<file path="src/rtl/bfg_pkg.sv">
// Package for the byte ring FIFO with burst reads: sizes, item kind codes
// and the command/status structs shared by controller and datapath.
// No dependencies.
`timescale 1ns / 1ps

package bfg_pkg;

   localparam int DEPTH     = 1024;
   localparam int MAX_BURST = 64;

   localparam int ADDR_W = $clog2(DEPTH);
   localparam int PTR_W  = ADDR_W + 1;
   localparam int CNT_W  = 7;
   localparam int CMP_W  = (PTR_W > CNT_W) ? PTR_W : CNT_W;
   localparam int BYTE_W = 8;
   localparam int KIND_W = 2;
   localparam int LVL_W  = 11;

   localparam int REQ_TDATA_W = 16;
   localparam int RSP_TDATA_W = 24;

   localparam logic [KIND_W-1:0] KIND_PUT   = 2'd0;
   localparam logic [KIND_W-1:0] KIND_GET   = 2'd1;
   localparam logic [KIND_W-1:0] KIND_CLEAN = 2'd2;

   typedef struct packed {
      logic do_put;
      logic do_clean;
      logic do_status;
      logic do_get_start;
      logic do_load_byte;
      logic do_read_next;
   } cmd_type;

   typedef struct packed {
      logic out_valid;
      logic get_empty;
      logic rem_zero;
   } status_type;

endpackage

</file>
<file path="src/rtl/bfg_ctrl.sv">
// Controller for the byte ring FIFO: decodes request kinds and sequences
// get bursts. Depends on bfg_pkg.
`timescale 1ns / 1ps

module bfg_ctrl (
   input  logic                      clock,
   input  logic                      reset,
   input  logic                      req_tvalid,
   input  logic [bfg_pkg::KIND_W-1:0] req_kind,
   input  logic                      rsp_tready,
   input  bfg_pkg::status_type       status,
   output logic                      req_tready,
   output bfg_pkg::cmd_type          cmd
);
   import bfg_pkg::*;

   localparam logic S_IDLE = 1'b0;
   localparam logic S_LOAD = 1'b1;

   logic state_ff;
   logic state_in;
   logic out_free;
   logic accept;

   assign out_free = !status.out_valid || rsp_tready;
   assign req_tready = (state_ff == S_IDLE) && out_free;
   assign accept = req_tvalid && req_tready;

   always_comb begin
      cmd      = '0;
      state_in = state_ff;
      unique case (state_ff)
         S_IDLE: begin
            if (accept) begin
               unique case (req_kind)
                  KIND_PUT: begin
                     cmd.do_put = 1'b1;
                  end
                  KIND_GET: begin
                     if (status.get_empty) begin
                        cmd.do_status = 1'b1;
                     end else begin
                        cmd.do_get_start = 1'b1;
                        state_in         = S_LOAD;
                     end
                  end
                  KIND_CLEAN: begin
                     cmd.do_clean = 1'b1;
                  end
                  default: begin
                     cmd.do_status = 1'b1;
                  end
               endcase
            end
         end
         S_LOAD: begin
            if (out_free) begin
               cmd.do_load_byte = 1'b1;
               if (status.rem_zero) begin
                  state_in = S_IDLE;
               end else begin
                  cmd.do_read_next = 1'b1;
               end
            end
         end
         default: begin
            state_in = S_IDLE;
         end
      endcase
   end

   always_ff @(posedge clock) begin
      if (reset) begin
         state_ff <= S_IDLE;
      end else begin
         state_ff <= state_in;
      end
   end

endmodule

</file>
<file path="config.mk">
export PLATFORM = sky130hd
export DESIGN_NAME = bfg_ctrl
export DESIGN_NICKNAME = d
export VERILOG_FILES = /design/src/rtl/bfg_pkg.sv /design/src/rtl/bfg_ctrl.sv
export SDC_FILE = /design/constraint.sdc
export NUM_CORES = 1
export LEC_CHECK = 0
export BUFFER_PORTS_ARGS = -buffer_cell sky130_fd_sc_hd__buf_2
export CORE_AREA = 2 2 39 41
export DETAILED_ROUTE_END_ITERATION = 16
export DIE_AREA = 0 0 41 43
export PLACE_DENSITY = 0.41
export SKIP_LAST_GASP = 1
export SYNTH_ARGS = -nofsm -noshare
export SYNTH_HDL_FRONTEND = slang
export SYNTH_SLANG_ARGS = --single-unit
export TNS_END_PERCENT = 10
</file>
<file path="constraint.sdc">
create_clock -name clock -period 1.1 [get_ports clock]
set_clock_uncertainty 0.1 [all_clocks]
set_input_delay 0.055 -clock clock [delete_from_list [all_inputs] [get_ports clock]]
set_output_delay 0.055 -clock clock [all_outputs]
set_load 0.01 [all_outputs]
</file>
==> results of run 1 <==
[area by class of cell]
type / count / share of cell area [%]
Inverter: 3 / 4.81
Multi-Input combinational cell: 12 / 46.0
Sequential cell: 1 / 8.56
Tap cell: 16 / 8.56
Timing Repair Buffer: 15 / 32.1
[where the power goes]
part	internal [mW]	total [mW]	switching, mW
Sequential	0.0379	0.0384	0.000493
Combinational	0.0283	0.0569	0.0285
Clock	0	0	0
[placed cells by master, fill, tap and decap left out, drive strengths merged]
master  instances
nor4b           1
nand2           1
o211ai          1
and4b           1
a21oi           1
a21o            1
dfxtp           1
inv             3
and4bb          1
and2            1
nand2b          1
nand3           1
nor2b           1
nor2            1
buf            15
[stage by stage]
stage               instances  worst slack [ns]
CTS                        47            0.0635
global route               47            0.0189
global placement           47            0.0678
floorplan                  16             0.142
detailed placement         47            0.0635
finish                     47             0.111
[routing by layer]
metal / vias to the layer above / GRT usage [%] / share of wire (%)
met1: 50 / 8.89 / 57
met5: - / 0 / 0
li1: 88 / - / -
met4: 0 / 0 / 0
met3: 0 / 2.09 / 21
met2: 16 / 3.75 / 22
[path summary, 6_finish.rpt]
check                                            to  cells past startpoint  slack, ns
worst min-delay path            state_ff$_SDFF_PP0_                      2       0.13
worst max-delay path                         cmd[5]                      4       0.11
worst min register to register  state_ff$_SDFF_PP0_                      3       0.44
worst max register to register  state_ff$_SDFF_PP0_                      3       0.28
[logic make-up (layout without fill, tap and decap cells)]
family,after synthesis,count (layout),synth area share (%)
AOI/OAI and AO/OA,3,3,17.1
buffers and inverters,3,18,8.11
DFF,1,1,14.4
and+or+nand+nor,9,9,60.4
[critical path, cell delays in order, from the launching register on]
cell and delay (ns):
dfxtp_1 0.29, inv_2 0.07, nand2_2 0.07, nor4b_2 0.23, buf_2 0.17
==> impl_metrics.tcl, run 1 <==
set metrics [dict create \
    outcome "complete, no violations" \
    grt-ovfl-total 0 \
    yosys.area.top_type "dfxtp_1" \
    ys.flop_type "dfxtp_1" \
    cellPowerDensity_nw_per_um2 407 \
    area_delta_synth_final_pct 68.5 \
    final-seq-area_sq_um 20.0 \
    postCtsHoldBufs 0 \
    syn_area_per_cell_sq_um 8.68 \
    grt_pass1_vias 135 \
    r2r-start "state_ff$_SDFF_PP0_" \
    synth_seq_area_share_pct 14.4 \
    async_reset_ff_share_pct 0 \
    fmax_ghz 1.01 \
    worstMarginPinSlew_ns 0.169 \
    core_sq_um 1380 \
    min_period_over_period_pct 89.9 \
    initial_utilization_pct 10.0 \
    grt_antenna_before_repair 0 \
    first_pass_iters 2 \
    port_buffers 15 \
    clk_latency_ns 0 \
    final_layout_size_suffix_gt1_share_pct 71.0 \
    path_max_fanout 3 \
    min-delay-path-class "in2reg" \
    diodes 0 \
    dr_total_vias 154 \
    die_y_microns 43 \
    endpoint_kind "output pin" \
    crit_path_start_kind "flip-flop" \
    setup_violations 0 \
    wire_per_inst_microns 9.34 \
    final_util_pct 16.9 \
    yosys_warnings 0 \
    syn_area_sq_um 139 \
    crit_type "reg2out" \
    worstPathArrival_ns 0.83 \
    max_cap_violations 0 \
    slew_violations 0 \
    cp.required_ns 0.94 \
    synth_edf_count 0 \
    largest_registers "state_ff (1)" \
    viasPerCell 3.28 \
    yosys-top-cells-area "dfxtp_1 (14%), nor4b_2 (11%), nand2b_4 (9.9%), and4bb_1 (9.0%), and4b_1 (7.2%)" \
    tns_ns 0 \
    p_total_mw 0.0952 \
    routabilityCongestion 0.638 \
    final_nets 42 \
    rsz0062_at_grt "false" \
    die-area_sq_um 1760 \
    syn_inst 16 \
    layout_min_cycle_time_ns 0.989 \
    n_fill_cell 158 \
    finalHoldViolCount 0 \
    ir_drop_v 0.000167 \
    synth_cell_types 15 \
    num_io_pins 16 \
    dpl-instance-area_sq_um 234 \
    grt_max_degree 5 \
    maxSlewHeadroom_pct 88.7 \
    ctsResizeCount 0 \
    regMostFlops "state_ff" \
    synth_seq_cells 1 \
    cts_setup_buffers 0 \
    track_usage_pct 4.40 \
    num_rows 14 \
    syn_nets 25 \
    drcViolationCount 0 \
    grt_pass1_wl_microns 565 \
    largest_reg_flops 1 \
    hp-start "reset" \
    clk_pin_slew_ns 0 \
    fin_area_sq_um 234 \
    multi_input_area_sq_um 108 \
    ant_nets 0 \
    crit_start "state_ff$_SDFF_PP0_" \
    p_leak_nw 0.131 \
    whs_ns 0.128 \
    totalWireLength_microns 439 \
    drt_iter0_markers 3 \
    synth_top_cell_area_share_pct 14.4 \
    yosysMostFrequentCell "inv_1" \
    post-dp-hpwl_microns 415 \
    fp.dieW_microns 41 \
]
(Power assumes the default switching activity.)
==> run 2, diff against run 1 <==
--- a/config.mk
+++ b/config.mk
@@ -9,7 +9,7 @@
 export CORE_AREA = 2 2 39 41
 export DETAILED_ROUTE_END_ITERATION = 16
 export DIE_AREA = 0 0 41 43
-export PLACE_DENSITY = 0.41
+export PLACE_DENSITY = 0.42
 export SKIP_LAST_GASP = 1
 export SYNTH_ARGS = -nofsm -noshare
 export SYNTH_HDL_FRONTEND = slang
==> constraint.sdc (replaced) <==
create_clock -name clock -period 0.9 [get_ports clock]
set_clock_uncertainty 0.1 [all_clocks]
set_input_delay 0.045 -clock clock [delete_from_list [all_inputs] [get_ports clock]]
set_output_delay 0.045 -clock clock [all_outputs]
set_load 0.01 [all_outputs]
==> run 2 against run 1 <==
The flow now finishes with violations (negative setup slack). Critical endpoint unchanged. Hold slack got worse by 0.021 ns. Critical path type unchanged. Highest routed layer unchanged. Sequential power grew 23%. Critical path depth unchanged. First-iteration DRC count fell by 67%. Core utilization increased by 2.7 points. Setup slack worse by 0.13 ns.
==> impl_metrics.tcl, run 2 (synthesis results as in run 1) <==
set metrics [dict create \
    clk_latency_ns 0 \
    largest_registers "state_ff (1)" \
    grt_pass1_vias 145 \
    violations "negative setup slack" \
    postCtsHoldBufs 0 \
    regMostFlops "state_ff" \
    ant_nets 0 \
    endpoint_kind "output pin" \
    multi_input_area_sq_um 121 \
    post-dp-hpwl_microns 425 \
    worstMarginPinSlew_ns 0.166 \
    final_layout_size_suffix_gt1_share_pct 76.5 \
    ir_drop_v 0.000191 \
    max_cap_violations 0 \
    slew_violations 0 \
    whs_ns 0.108 \
    wire_per_inst_microns 8.84 \
    viasPerCell 3.40 \
    p_total_mw 0.133 \
    grt_antenna_before_repair 0 \
    diodes 0 \
    tns_ns -0.0399 \
    area_delta_synth_final_pct 95.5 \
    initial_utilization_pct 10.0 \
    fp.dieW_microns 41 \
    p_leak_nw 0.151 \
    num_rows 14 \
    largest_reg_flops 1 \
    grt-ovfl-total 0 \
    pre_cts_ws_ns -0.0798 \
    fmax_ghz 1.09 \
    finalHoldViolCount 0 \
    first_pass_iters 2 \
    final_util_pct 19.6 \
    final_nets 45 \
    cellPowerDensity_nw_per_um2 491 \
    die_y_microns 43 \
    setup_violations 3 \
    grt_pass1_wl_microns 627 \
    die-area_sq_um 1760 \
    cp.required_ns 0.75 \
    num_io_pins 16 \
    track_usage_pct 4.90 \
    core_sq_um 1380 \
    rsz0062_at_grt "true" \
    worst_slack_ns -0.0202 \
    totalWireLength_microns 442 \
    fin_cells 50 \
    maxSlewHeadroom_pct 88.9 \
    crit_type "reg2out" \
    grt_max_degree 5 \
    dp.cells 50 \
    outcome "finished, violations left" \
    port_buffers 15 \
    final-seq-area_sq_um 21.3 \
    layout_min_cycle_time_ns 0.920 \
    drt_iter0_markers 1 \
    n_fill_cell 163 \
    dr_total_vias 170 \
    cts_setup_buffers 0 \
    layout_common_cells "buf_2 (15), buf_4 (3), inv_2 (2)" \
    min_period_over_period_pct 102 \
    min-delay-path-class "in2reg" \
    drcViolationCount 0 \
    routabilityCongestion 0.709 \
    dpl-instance-area_sq_um 265 \
    crit_path_start_kind "flip-flop" \
    final_common_cell "buf_2" \
    fin_area_sq_um 272 \
    path_max_fanout 3 \
    worstPathArrival_ns 0.78 \
    clk_pin_slew_ns 0 \
]
[run 2: cell types whose count changed in the layout (fill, tap and decap cells not counted)]
cell | before | now
nand2_2 | 1 | 0
buf_4 | 0 | 3
nand2_4 | 0 | 1
dfxtp_1 | 1 | 0
nor4b_2 | 1 | 0
nor4b_4 | 0 | 1
dfxtp_2 | 0 | 1
[run 2: cell type report]
type                    instances  share of cell area [%]
multi-input cells              12                    44.7
repair buffers                 18                    35.9
flip-flops and latches          1                    7.83
well taps                      16                    7.37
inverters                       3                    4.15
[run 2: path summary, 6_finish.rpt]
check / from / to / slack, ns / depth (start not counted)
max reg2reg: state_ff$_SDFF_PP0_ / state_ff$_SDFF_PP0_ / -0.01 / 4
max: state_ff$_SDFF_PP0_ / cmd[5] / -0.02 / 4
min: reset / state_ff$_SDFF_PP0_ / 0.11 / 2
min reg2reg: state_ff$_SDFF_PP0_ / state_ff$_SDFF_PP0_ / 0.54 / 4
[run 2: report_power, final]
part	total [mW]	switching [mW]	internal (mW)
Combinational	0.0862	0.0409	0.0453
Sequential	0.0471	0.000622	0.0465
Clock	0	0	0
Total	0.133	0.0415	0.0918
[run 2: worst max-delay path, cell delays in order, from the launching register on]
cell and delay [ns]:
dfxtp_2 0.30, inv_2 0.07, nand2_4 0.06, nor4b_4 0.19, buf_2 0.16
[run 2: repair_timing]
item,CTS,global route
pin swaps,3,1
endpoints found under the setup margin,3,4
gates resized for setup,2,0
[run 2: routing by layer]
layer / wire (microns) / global-route usage, %
met1: 267 / 10.8
met2: 98 / 4.06
met3: 77 / 1.05
met4: 0 / 0
met5: 0 / 0
==> run 3, diff against run 2 <==
--- a/config.mk
+++ b/config.mk
@@ -6,10 +6,12 @@
 export NUM_CORES = 1
 export LEC_CHECK = 0
 export BUFFER_PORTS_ARGS = -buffer_cell sky130_fd_sc_hd__buf_2
+export CELL_PAD_IN_SITES_DETAIL_PLACEMENT = 1
+export CELL_PAD_IN_SITES_GLOBAL_PLACEMENT = 1
 export CORE_AREA = 2 2 39 41
 export DETAILED_ROUTE_END_ITERATION = 16
 export DIE_AREA = 0 0 41 43
-export PLACE_DENSITY = 0.42
+export PLACE_DENSITY_LB_ADDON = 0.1
 export SKIP_LAST_GASP = 1
 export SYNTH_ARGS = -nofsm -noshare
 export SYNTH_HDL_FRONTEND = slang
==> run 3 against run 2 <==
The flow still finishes with violations (negative setup slack). Design area shrank 2.8%. Routed wire length fell by 16%. Fmax decreased by 0.45%. Power is 4.3% lower. Critical path depth unchanged. Sequential cell count unchanged. Setup slack worse by 0.0042 ns. First-iteration DRC count grew 100%. Critical path type unchanged. Critical endpoint unchanged.
==> impl_metrics.tcl, run 3 (synthesis results as in run 1) <==
set metrics [dict create \
    swShare_pct 30.8 \
    worstMarginPinSlew_ns 0.168 \
    diodes 0 \
    die_y_microns 43 \
    p_seq_share_pct 36.9 \
    whs_ns 0.0991 \
    grt_antenna_before_repair 0 \
    worst_slack_ns -0.0244 \
    layout_common_cells "buf_2 (15), inv_2 (2), buf_4 (2)" \
    layout_min_cycle_time_ns 0.924 \
    path_max_fanout 3 \
    setup_violations 3 \
    clockPowerShare_pct 0 \
    cellPowerDensity_nw_per_um2 483 \
    initial_utilization_pct 10.0 \
    grt_pass1_vias 174 \
    dp.cells 49 \
    maxSlewHeadroom_pct 88.8 \
    die-area_sq_um 1760 \
    max_cap_violations 0 \
    final_layout_size_suffix_gt1_share_pct 75.8 \
    p_int_mw 0.0883 \
    num_rows 14 \
    ir_drop_v 0.000205 \
    grt_max_degree 5 \
    port_buffers 15 \
    reg2regPathDepth 4 \
    fp.dieW_microns 41 \
    first_pass_iters 2 \
    track_usage_pct 5.11 \
    clk_pin_slew_ns 0 \
    rsz0062_at_grt "true" \
    ant_nets 0 \
    totalWireLength_microns 370 \
    endpoint_kind "output pin" \
    slew_violations 0 \
    grt_pass1_wl_microns 696 \
    grt-ovfl-total 0 \
    wire_per_inst_microns 7.55 \
    p_leak_nw 0.146 \
    power_switching_mw 0.0393 \
    viasPerCell 3.57 \
    largest_reg_flops 1 \
    worstPathArrival_ns 0.78 \
    routabilityCongestion 0.562 \
    power.share.combinational_pct 63.1 \
    min_period_over_period_pct 103 \
    dr_total_vias 175 \
    p_total_mw 0.128 \
    r2r_slack_ns 0 \
    fmax_ghz 1.08 \
    core_sq_um 1380 \
    final_common_cell "buf_2" \
    postCtsHoldBufs 0 \
    regMostFlops "state_ff" \
    outcome "finished, violations left" \
    crit_type "reg2out" \
    final_util_pct 19.1 \
    cp.required_ns 0.75 \
    drcViolationCount 0 \
    min-delay-path-class "in2reg" \
    cts_setup_buffers 0 \
    fin_cells 49 \
    crit_path_start_kind "flip-flop" \
    finalHoldViolCount 0 \
    clk_latency_ns 0 \
    drt_iter0_markers 2 \
    violations "negative setup slack" \
    num_io_pins 16 \
    area_delta_synth_final_pct 90.1 \
    tns_ns -0.0338 \
    largest_registers "state_ff (1)" \
    final_nets 44 \
    hold_depth 2 \
]
-- run 3: cell count changes in the layout (fill, tap and decap cells not counted), sizes merged --
| cell | previous run | this run |
|---|---|---|
| buf | 18 | 17 |
-- run 3: area by class of cell --
type	count	area [sq um]
inverters	3	11.3
well taps	16	20.0
multi-input cells	12	121
flip-flops and latches	1	21.3
repair buffers	17	90.1
fillers	174	1120
-- run 3: worst max-delay path, cell delays in order, from the launching register on --
cell and delay (ns):
dfxtp_2 0.30, inv_2 0.07, nand2_4 0.06, nor4b_4 0.19, buf_2 0.16
-- run 3: per-stage QoR --
stage,instance area [sq um],setup WS [ns]
after global routing,264,-0.0599
after detailed placement,258,-0.0886
after floorplan,148,0.0140
after global placement,258,-0.0759
final,264,-0.0244
after CTS,264,-0.0421
-- run 3: routing by layer --
metal | wire length [microns] | global-route usage [%]
met2 | 184 | 7.81
met4 | 0 | 0
met3 | 41 | 0
met1 | 144 | 8.28
met5 | 0 | 0
-- run 3: power groups by stage --
stage	Sequential [mW]	Clock, mW	Combinational [mW]
global route	0.0473	0	0.0898
floorplan	0.0468	0	0.0357
detailed placement	0.0469	0	0.0797
finish	0.0470	0	0.0805
CTS	0.0471	0	0.0819
global placement	0.0471	0	0.0791
-- run 3: repair_timing --
| action | CTS | global route |
|---|---|---|
| pin swaps | 2 | 2 |
| gates resized for setup | 2 | 0 |
| endpoints found under the setup margin | 3 | 4 |
| hold endpoints to repair | 0 | 0 |
-- run 3: final timing paths --
check                                           end                start
worst max-delay path                         cmd[5]  state_ff$_SDFF_PP0_
worst min-delay path            state_ff$_SDFF_PP0_                reset
worst max register to register  state_ff$_SDFF_PP0_  state_ff$_SDFF_PP0_
worst min register to register  state_ff$_SDFF_PP0_  state_ff$_SDFF_PP0_
